**config.mk**
```make
export PLATFORM = sky130hd
export DESIGN_NAME = rgb24_to_yuv420_bt601_unit
export DESIGN_NICKNAME = d
export VERILOG_FILES = /design/src/hw/rtl/ryuv_pkg.sv /design/src/hw/rtl/ryuv_scan.sv /design/src/hw/rtl/ryuv_convert.sv /design/src/hw/rtl/rgb24_to_yuv420_bt601_unit.sv
export VERILOG_INCLUDE_DIRS = /design/src /design/src/hw/rtl
export SDC_FILE = /design/constraint.sdc
export NUM_CORES = 2
export LEC_CHECK = 0
export CAP_MARGIN = 30
export CORE_ASPECT_RATIO = 2
export CORE_MARGIN = 10
export CORE_UTILIZATION = 50
export CTS_BUF_LIST = sky130_fd_sc_hd__clkbuf_2
export DETAILED_ROUTE_END_ITERATION = 10
export DONT_BUFFER_PORTS = 1
export PLACE_DENSITY_LB_ADDON = 0.12
export SETUP_SLACK_MARGIN = 0.5
export SLEW_MARGIN = 20
export SYNTH_ARGS = -nofsm -noshare
export SYNTH_HDL_FRONTEND = slang
export SYNTH_SLANG_ARGS = --single-unit
```
**constraint.sdc**
```tcl
create_clock -name clk -period 19.35 [get_ports clk]
set_input_delay 2.9025 -clock clk [delete_from_list [all_inputs] [get_ports clk]]
set_output_delay 2.9025 -clock clk [all_outputs]
set_load 0.005 [all_outputs]
```
**src/hw/rtl/rgb24_to_yuv420_bt601_unit_macros.svh**
```systemverilog
// Assertion helpers shared by the converter modules.
// Each expects a clock named clk and a synchronous reset named rst in scope.
`ifndef RGB24_TO_YUV420_BT601_UNIT_MACROS_SVH
`define RGB24_TO_YUV420_BT601_UNIT_MACROS_SVH

// Same-cycle implication.
`define RYUV_ASSERT_NOW(label, ante, cons, msg) \
  label: assert property (@(posedge clk) disable iff (rst) (ante) |-> (cons)) \
    else $error(msg);

// Next-cycle implication.
`define RYUV_ASSERT_NEXT(label, ante, cons, msg) \
  label: assert property (@(posedge clk) disable iff (rst) (ante) |=> (cons)) \
    else $error(msg);

`endif

```
**src/hw/rtl/ryuv_pkg.sv**
```systemverilog
`default_nettype none

package ryuv_pkg;

  localparam int DEF_MAX_WIDTH  = 4096;
  localparam int DEF_MAX_HEIGHT = 4096;

  localparam int CFG_W = 13;

  localparam logic [CFG_W-1:0] RESET_FRAME_WIDTH  = 13'd640;
  localparam logic [CFG_W-1:0] RESET_FRAME_HEIGHT = 13'd480;

  // Size register indexes on the configuration port
  typedef enum logic {
    REG_FRAME_WIDTH  = 1'b0,
    REG_FRAME_HEIGHT = 1'b1
  } cfg_reg_t;

  // Q16 BT.601 coefficients
  localparam logic signed [25:0] COEF_YR = 26'sd19595;
  localparam logic signed [25:0] COEF_YG = 26'sd38470;
  localparam logic signed [25:0] COEF_YB = 26'sd7471;
  localparam logic signed [25:0] COEF_UR = -26'sd11076;
  localparam logic signed [25:0] COEF_UG = -26'sd21692;
  localparam logic signed [25:0] COEF_UB = 26'sd32768;
  localparam logic signed [25:0] COEF_VR = 26'sd32768;
  localparam logic signed [25:0] COEF_VG = -26'sd27460;
  localparam logic signed [25:0] COEF_VB = -26'sd5308;

  // one half in Q16, and 128.5 in Q16 for the chroma offset plus rounding
  localparam logic signed [25:0] ROUND_HALF  = 26'sd32768;
  localparam logic signed [25:0] CHROMA_BIAS = 26'sd8421376;

  typedef struct packed {
    logic chroma_valid;
    logic frame_end;
  } ryuv_flags_t;

  // Drop the Q16 fraction and clamp to a byte.
  function automatic logic [7:0] ryuv_to_byte(input logic signed [25:0] acc);
    logic [7:0] res;
    if (acc < 0) begin
      res = 8'd0;
    end else if (acc[25:24] != 2'b00) begin
      res = 8'd255;
    end else begin
      res = acc[23:16];
    end
    return res;
  endfunction

endpackage

`default_nettype wire

```
**src/hw/rtl/ryuv_scan.sv**
```systemverilog
`default_nettype none

`include "rgb24_to_yuv420_bt601_unit_macros.svh"

module ryuv_scan #(
  parameter int MAX_WIDTH  = ryuv_pkg::DEF_MAX_WIDTH,
  parameter int MAX_HEIGHT = ryuv_pkg::DEF_MAX_HEIGHT
) (
  input  logic                                clk,
  input  logic                                rst,
  input  logic                                s_tvalid,
  output logic                                s_tready,
  input  logic [23:0]                         s_tdata,
  input  logic                                advance,
  input  logic [$clog2(MAX_WIDTH+1)-1:0]      frame_w,
  input  logic [$clog2(MAX_HEIGHT+1)-1:0]     frame_h,
  output logic                                pix_valid,
  output logic [7:0]                          pix_red,
  output logic [7:0]                          pix_green,
  output logic [7:0]                          pix_blue,
  output logic [$clog2(MAX_WIDTH)-1:0]        pix_x,
  output logic [$clog2(MAX_HEIGHT)-1:0]       pix_y,
  output ryuv_pkg::ryuv_flags_t               pix_flags
);
  import ryuv_pkg::*;

  localparam int XB = $clog2(MAX_WIDTH);
  localparam int YB = $clog2(MAX_HEIGHT);
  localparam int WB = $clog2(MAX_WIDTH + 1);
  localparam int HB = $clog2(MAX_HEIGHT + 1);

  logic [XB-1:0] column_count, column_next, x_cur;
  logic [YB-1:0] row_count, row_next, row_cur, y_cur;
  logic [WB-1:0] x_inc;
  logic [HB-1:0] row_inc, y_inc;
  logic          accept, wrap, last, cvalid;

  assign s_tready = !pix_valid || advance;
  assign accept   = s_tvalid && s_tready;

  always_comb begin
    // a counter left beyond a shrunken size restarts at zero
    x_cur   = (WB'(column_count) >= frame_w) ? '0 : column_count;
    row_cur = (HB'(row_count) >= frame_h) ? '0 : row_count;
    x_inc   = WB'(x_cur) + WB'(1);
    row_inc = HB'(row_cur) + HB'(1);
    y_cur   = YB'(frame_h - row_inc);
    y_inc   = HB'(y_cur) + HB'(1);
    wrap    = (x_inc == frame_w);
    last    = wrap && (row_inc == frame_h);
    cvalid  = !x_cur[0] && !y_cur[0] && (x_inc < frame_w) && (y_inc < frame_h);
    column_next = wrap ? '0 : XB'(x_inc);
    if (wrap) begin
      row_next = (row_inc == frame_h) ? '0 : YB'(row_inc);
    end else begin
      row_next = row_cur;
    end
  end

  always_ff @(posedge clk) begin
    if (rst) begin
      pix_valid    <= 1'b0;
      column_count <= '0;
      row_count    <= '0;
    end else if (accept) begin
      pix_valid    <= 1'b1;
      column_count <= column_next;
      row_count    <= row_next;
    end else if (advance) begin
      pix_valid    <= 1'b0;
    end
  end

  always_ff @(posedge clk) begin
    if (accept) begin
      pix_red                <= s_tdata[7:0];
      pix_green              <= s_tdata[15:8];
      pix_blue               <= s_tdata[23:16];
      pix_x                  <= x_cur;
      pix_y                  <= y_cur;
      pix_flags.chroma_valid <= cvalid;
      pix_flags.frame_end    <= last;
    end
  end

  `RYUV_ASSERT_NOW(a_chroma_site_even, pix_valid && pix_flags.chroma_valid, !pix_x[0] && !pix_y[0], "chroma flagged off an even site")
  `RYUV_ASSERT_NEXT(a_frame_wrap, accept && last, (column_count == '0) && (row_count == '0), "counters not cleared after last pixel")
  `RYUV_ASSERT_NEXT(a_stall_hold, pix_valid && !advance, pix_valid && $stable(pix_x) && $stable(pix_y), "held pixel lost while stalled")

endmodule

`default_nettype wire

```
**src/hw/rtl/ryuv_convert.sv**
```systemverilog
`default_nettype none

`include "rgb24_to_yuv420_bt601_unit_macros.svh"

module ryuv_convert #(
  parameter int MAX_WIDTH  = ryuv_pkg::DEF_MAX_WIDTH,
  parameter int MAX_HEIGHT = ryuv_pkg::DEF_MAX_HEIGHT
) (
  input  logic                                clk,
  input  logic                                rst,
  input  logic                                pix_valid,
  input  logic [7:0]                          pix_red,
  input  logic [7:0]                          pix_green,
  input  logic [7:0]                          pix_blue,
  input  logic [$clog2(MAX_WIDTH)-1:0]        pix_x,
  input  logic [$clog2(MAX_HEIGHT)-1:0]       pix_y,
  input  ryuv_pkg::ryuv_flags_t               pix_flags,
  input  logic [$clog2(MAX_WIDTH+1)-1:0]      frame_w,
  output logic                                advance,
  output logic                                m_tvalid,
  input  logic                                m_tready,
  output logic [71:0]                         m_tdata,
  output logic                                m_tuser,
  output logic                                m_tlast
);
  import ryuv_pkg::*;

  localparam int YB = $clog2(MAX_HEIGHT);
  localparam int WB = $clog2(MAX_WIDTH + 1);
  localparam int PW = YB + WB + 1;
  localparam int LW = (PW > 24) ? PW : 24;
  localparam int CW = (PW > 22) ? PW : 22;

  logic signed [25:0] r_s, g_s, b_s, y_acc, u_acc, v_acc;
  logic [LW-1:0]      laddr_full;
  logic [CW-1:0]      caddr_full;
  logic               take;

  logic [7:0]  luma, chroma_u, chroma_v;
  logic [23:0] luma_address;
  logic [21:0] chroma_address;
  ryuv_flags_t flags;

  assign advance = !m_tvalid || m_tready;
  assign take    = pix_valid && advance;

  always_comb begin
    r_s   = signed'(26'(pix_red));
    g_s   = signed'(26'(pix_green));
    b_s   = signed'(26'(pix_blue));
    y_acc = COEF_YR * r_s + COEF_YG * g_s + COEF_YB * b_s + ROUND_HALF;
    u_acc = COEF_UR * r_s + COEF_UG * g_s + COEF_UB * b_s + CHROMA_BIAS;
    v_acc = COEF_VR * r_s + COEF_VG * g_s + COEF_VB * b_s + CHROMA_BIAS;
    laddr_full = LW'(pix_y) * LW'(frame_w) + LW'(pix_x);
    caddr_full = CW'(pix_y >> 1) * CW'(frame_w >> 1) + CW'(pix_x >> 1);
  end

  always_ff @(posedge clk) begin
    if (rst) begin
      m_tvalid <= 1'b0;
    end else if (take) begin
      m_tvalid <= 1'b1;
    end else if (m_tready) begin
      m_tvalid <= 1'b0;
    end
  end

  always_ff @(posedge clk) begin
    if (take) begin
      luma         <= ryuv_to_byte(y_acc);
      luma_address <= laddr_full[23:0];
      flags        <= pix_flags;
      if (pix_flags.chroma_valid) begin
        chroma_u       <= ryuv_to_byte(u_acc);
        chroma_v       <= ryuv_to_byte(v_acc);
        chroma_address <= caddr_full[21:0];
      end else begin
        chroma_u       <= 8'd0;
        chroma_v       <= 8'd0;
        chroma_address <= 22'd0;
      end
    end
  end

  assign m_tdata = {2'b00, chroma_address, chroma_v, chroma_u, luma_address, luma};
  assign m_tuser = flags.chroma_valid;
  assign m_tlast = flags.frame_end;

  `RYUV_ASSERT_NOW(a_chroma_zero, m_tvalid && !flags.chroma_valid, (chroma_u == 8'd0) && (chroma_v == 8'd0) && (chroma_address == 22'd0), "chroma fields not cleared")
  `RYUV_ASSERT_NOW(a_chroma_not_last, m_tvalid && flags.chroma_valid, !flags.frame_end, "chroma on last column")
  `RYUV_ASSERT_NEXT(a_take_fills, take, m_tvalid, "taken pixel did not reach output")

endmodule

`default_nettype wire

```
**src/hw/rtl/rgb24_to_yuv420_bt601_unit.sv**
```systemverilog
`default_nettype none

// BT.601 RGB to YUV 4:2:0 converter. Feed one 24-bit RGB pixel per request in
// bitmap order (bottom image row first, each row left to right); every pixel
// returns its Q16-rounded, clamped luma and Y-plane address, and pixels on even
// image row and even column (with a right and lower neighbor inside the frame)
// also carry point-sampled U and V with offset 128 and their chroma-plane address,
// flagged on m_tuser. m_tlast marks the last pixel of a frame. The block takes one
// pixel every clock unless a stalled output holds it: a two-stage pipeline (input
// register holding the pixel and its scan position, then the result register after
// the constant-coefficient math and one address multiply per plane), and a stalled
// output only holds the pipeline while both stages are full. The user must write
// frame width and height through cfg_* only while no pixel is in flight; the block
// does not enforce this. Zero counts as one and sizes above the MAX parameters
// saturate. No memory, no clearing pass after reset.
module rgb24_to_yuv420_bt601_unit #(
  parameter int MAX_WIDTH  = ryuv_pkg::DEF_MAX_WIDTH,
  parameter int MAX_HEIGHT = ryuv_pkg::DEF_MAX_HEIGHT
) (
  input  logic                      clk,
  input  logic                      rst,
  // request in
  input  logic                      s_tvalid,
  output logic                      s_tready,
  input  logic [23:0]               s_tdata,   // red[7:0], green[15:8], blue[23:16]
  // result out
  output logic                      m_tvalid,
  input  logic                      m_tready,
  output logic [71:0]               m_tdata,   // luma[7:0], luma_address[31:8],
                                               // chroma_u[39:32], chroma_v[47:40],
                                               // chroma_address[69:48], zero[71:70]
  output logic                      m_tuser,   // chroma_valid[0]
  output logic                      m_tlast,   // frame_end
  // configuration writes
  input  logic                      cfg_we,
  input  logic                      cfg_index,
  input  logic [ryuv_pkg::CFG_W-1:0] cfg_data
);
  import ryuv_pkg::*;

  localparam int WB   = $clog2(MAX_WIDTH + 1);
  localparam int HB   = $clog2(MAX_HEIGHT + 1);
  localparam int CMPW = (WB > CFG_W) ? WB : CFG_W;
  localparam int CMPH = (HB > CFG_W) ? HB : CFG_W;

  logic [CFG_W-1:0] frame_width, frame_height;
  logic [WB-1:0]    frame_w;
  logic [HB-1:0]    frame_h;

  logic                        advance, pix_valid;
  logic [7:0]                  pix_red, pix_green, pix_blue;
  logic [$clog2(MAX_WIDTH)-1:0]  pix_x;
  logic [$clog2(MAX_HEIGHT)-1:0] pix_y;
  ryuv_flags_t                 pix_flags;

  // Register writes land immediately; the counters are left alone.
  always_ff @(posedge clk) begin
    if (rst) begin
      frame_width  <= RESET_FRAME_WIDTH;
      frame_height <= RESET_FRAME_HEIGHT;
    end else if (cfg_we) begin
      unique case (cfg_index)
        REG_FRAME_WIDTH:  frame_width  <= cfg_data;
        REG_FRAME_HEIGHT: frame_height <= cfg_data;
        default: ;
      endcase
    end
  end

  // Size in force: zero reads as one, oversize saturates at the maximum.
  always_comb begin
    if (frame_width == '0) begin
      frame_w = WB'(1);
    end else if (CMPW'(frame_width) > CMPW'(MAX_WIDTH)) begin
      frame_w = WB'(MAX_WIDTH);
    end else begin
      frame_w = WB'(frame_width);
    end
    if (frame_height == '0) begin
      frame_h = HB'(1);
    end else if (CMPH'(frame_height) > CMPH'(MAX_HEIGHT)) begin
      frame_h = HB'(MAX_HEIGHT);
    end else begin
      frame_h = HB'(frame_height);
    end
  end

  // Stage one: scan counters and the input register.
  ryuv_scan #(
    .MAX_WIDTH  (MAX_WIDTH),
    .MAX_HEIGHT (MAX_HEIGHT)
  ) u_scan (
    .clk       (clk),
    .rst       (rst),
    .s_tvalid  (s_tvalid),
    .s_tready  (s_tready),
    .s_tdata   (s_tdata),
    .advance   (advance),
    .frame_w   (frame_w),
    .frame_h   (frame_h),
    .pix_valid (pix_valid),
    .pix_red   (pix_red),
    .pix_green (pix_green),
    .pix_blue  (pix_blue),
    .pix_x     (pix_x),
    .pix_y     (pix_y),
    .pix_flags (pix_flags)
  );

  // Stage two: color math, plane addresses and the result register.
  ryuv_convert #(
    .MAX_WIDTH  (MAX_WIDTH),
    .MAX_HEIGHT (MAX_HEIGHT)
  ) u_convert (
    .clk       (clk),
    .rst       (rst),
    .pix_valid (pix_valid),
    .pix_red   (pix_red),
    .pix_green (pix_green),
    .pix_blue  (pix_blue),
    .pix_x     (pix_x),
    .pix_y     (pix_y),
    .pix_flags (pix_flags),
    .frame_w   (frame_w),
    .advance   (advance),
    .m_tvalid  (m_tvalid),
    .m_tready  (m_tready),
    .m_tdata   (m_tdata),
    .m_tuser   (m_tuser),
    .m_tlast   (m_tlast)
  );

endmodule

`default_nettype wire

```
==> out/qor.csv <==
metric,value,unit
status,"complete, no violations",
number of fillers in the final layout,6094,
kind of critical path,flop to flop,
first-pass GRT wire length,151,mm
Hold/Removal Path Class,flop to flop,
vias in the first global route,27023,
clk buf depth,2,
Critical Path Max Stage Delay,0.98,ns
initial antenna violation count,11,
largest net degree at the start of global routing,55,
worst skew pair latency,1.11,ns
post-layout util,52.7,%
Num CTS Buffers,17,
fraction of layout instances using a drive strength above 1,2.99,%
CP required,20.26,ns
Mapped Area,32900,µm²
"final std cell area, no fill",34200,µm²
Seq cells post-synth,174,
H-Tree Depth,4,
DR pass1 iterations,6,
FF/Latch Area,4700,µm²
"commonest non-fill, non-tap cell in the layout",ha_1,
CP Max Fanout,12,
Cell variety after synth,86,
global route overflow,0,
hpwl dp,85.6,mm
Post-DP Area,34000,µm²
startpoint types,flop,
DR DRC count,0,
Slowest cell on crit path,edfxtp_1,
drt wl/cell,22.7,µm
number of nets in the layout,4547,
Placer Congestion,0.989,
fin crit share,42.8,%
"area leader, netlist",ha_1,
Syn Area/Cell,9.54,µm²
Yosys Warn Count,0,
CTS Sinks,174,
Die ar.,77000,µm²
f_max,121,MHz
arrival time at the worst endpoint,9.19,ns
most common flop cell mapped by yosys,edfxtp_1,
initial core utilization,50.6,%
unrepaired setup endpoints after global routing,false,
Worst Setup End Kind,flop,
Row Count,132,
top post-synthesis cells by area,"ha_1, fa_1, edfxtp_1, inv_1, xnor2_1",
GRT Overall Usage,26.1,%
Worst path most repeated cell,ha_1,
routed wire length,98.3,mm
via count,24351,
CTS tree,yes,
post-layout min period,8.28,ns
most frequent cells in the layout,"ha_1, inv_1, fa_1",
first-iteration detailed-routing DRC count,952,
die width,201,µm
"Seq/Total Area, Yosys",14.3,%
vias per std cell,5.63,
Hold Fails Final Rpt,0,
Chip Height,383,µm
share of the synthesized area in the top cell type,25.6,%
Mapped Cells,3445,
"Reg clk slew, reported paths",0.36,ns
buffer count from post-CTS setup fixing,0,
Worst-Margin Slew,1.09,ns
Slew HR,26.7,%
num ports,119,
root buffer cell,clkbuf_2,
async set-or-reset flop fraction in the synthesized netlist,0,%
Port Buffers,0,
Area Growth Syn to Fin,4.15,%
Worst R2R Setup Slack,11.07,ns
Post-synth EDFFs,122,
Routed Antenna Nets,0,
TNS Setup,0,ns
max-cap viol count,0,
Final Skew,0.0778,ns
Core ar.,64900,µm²
Finish-stage setup viols,0,
post-CTS sizing,0,
hold_buf cts,0,
Multi-input gate area,25600,µm²
Max Transition Viols Final,0,
-- layout make-up --
type / count / area share (%)
clock buffers: 17 / 0.249
multi-input cells: 2577 / 74.7
repair buffers: 28 / 0.673
diodes: 7 / 0.0512
flip-flops and latches: 174 / 13.7
inverters: 636 / 6.98
clock inverters: 15 / 0.424
well taps: 871 / 3.18
-- critical path: cells and delay by family, from the launching register on --
kind	cells	cell delay [ns]
flops	1	0.98
fa+ha+maj	9	3.44
xor+xnor	2	0.44
buf+inv	2	0.09
simple gates	7	1.24
compound gates	8	1.85
-- kinds of logic after synthesis --
logic type,count (synthesis),share of synthesized area (%)
adder cells (fa/ha/maj),1070,49.8
flip-flops,174,14.3
other,1,0.0114
AO/OA/AOI/OAI,485,9.64
buffers and inverters,695,7.97
AND/OR/NAND/NOR,814,12.7
XOR/XNOR,204,5.46
multiplexers,2,0.0609
-- path summary, 6_finish.rpt --
path / startpoint / depth (start not counted) / end
hold / removal: u_scan.pix_flags[0] / 0 / u_convert.m_tlast
hold reg to reg: u_scan.pix_flags[0] / 0 / u_convert.m_tlast
setup reg to reg: u_scan.pix_red[1] / 28 / u_convert.chroma_u[7]
setup / recovery: u_scan.pix_red[1] / 28 / u_convert.chroma_u[7]
-- routing by layer --
layer  track usage [%]  wire, µm  up-vias
li1                  -         -    11409
met1              21.3     29200    12071
met2              53.1     57000      570
met3              3.34      2770      299
met4              21.5      9200        2
met5                 0        15        -
-- Yosys cell counts (3+ instances only) --
cell and number:
o21ai_0 70, a31o_2 5, or2_2 13, inv_1 636, and3_1 30, a31oi_1 12, a21o_1 64, and2_1 115
o221ai_1 3, ha_1 673, nor3_1 58, dfxtp_1 52, xnor2_1 124, o211a_1 5, nand2_1 229, nand2b_1 28
fa_1 397, a22o_1 3, nand3b_1 14, and4_1 9, buf_1 4, nand3_1 52, o211ai_1 10, nand4_1 17
a211oi_1 11, a211o_1 5, a21oi_1 163, and3b_1 4, o31a_1 3, o31ai_1 14, o2111ai_1 3, nor2_1 127
nor2b_1 61, edfxtp_1 122, a21boi_0 7, a2111oi_0 6, nor4_1 16, or4_1 4, or3_1 23, o21a_1 44
o21ai_1 10, clkbuf_1 51, o21bai_1 16, a41o_1 3, xor2_1 79
-- through the flow --
step | hold WS [ns] | worst slack (ns) | instances
floorplan | 0.400 | 12.08 | 3446
global placement | 0.407 | 11.39 | 4285
detailed placement | 0.410 | 11.25 | 4286
CTS | 0.473 | 11.11 | 4318
global route | 0.486 | 10.55 | 4323
finish | 0.475 | 11.07 | 4325
-- registers in the layout, summed over array words and instances (netlist names), 2 cells and up --
| signal | cells |
|---|---|
| u_convert.chroma_v | 8 |
| u_scan.column_count | 12 |
| u_scan.pix_flags | 2 |
| frame_width | 13 |
| u_convert.chroma_u | 8 |
| u_scan.pix_x | 12 |
| u_scan.pix_blue | 8 |
| u_scan.row_count | 12 |
| u_convert.chroma_address | 22 |
| u_scan.pix_y | 12 |
| frame_height | 13 |
| u_scan.pix_red | 8 |
| u_convert.luma_address | 24 |
| u_scan.pix_green | 8 |
| u_convert.luma | 8 |
Power is left out: the tool's default activity adds up to more than one toggle a clock period on the data nets, which glitch-free logic cannot reach.
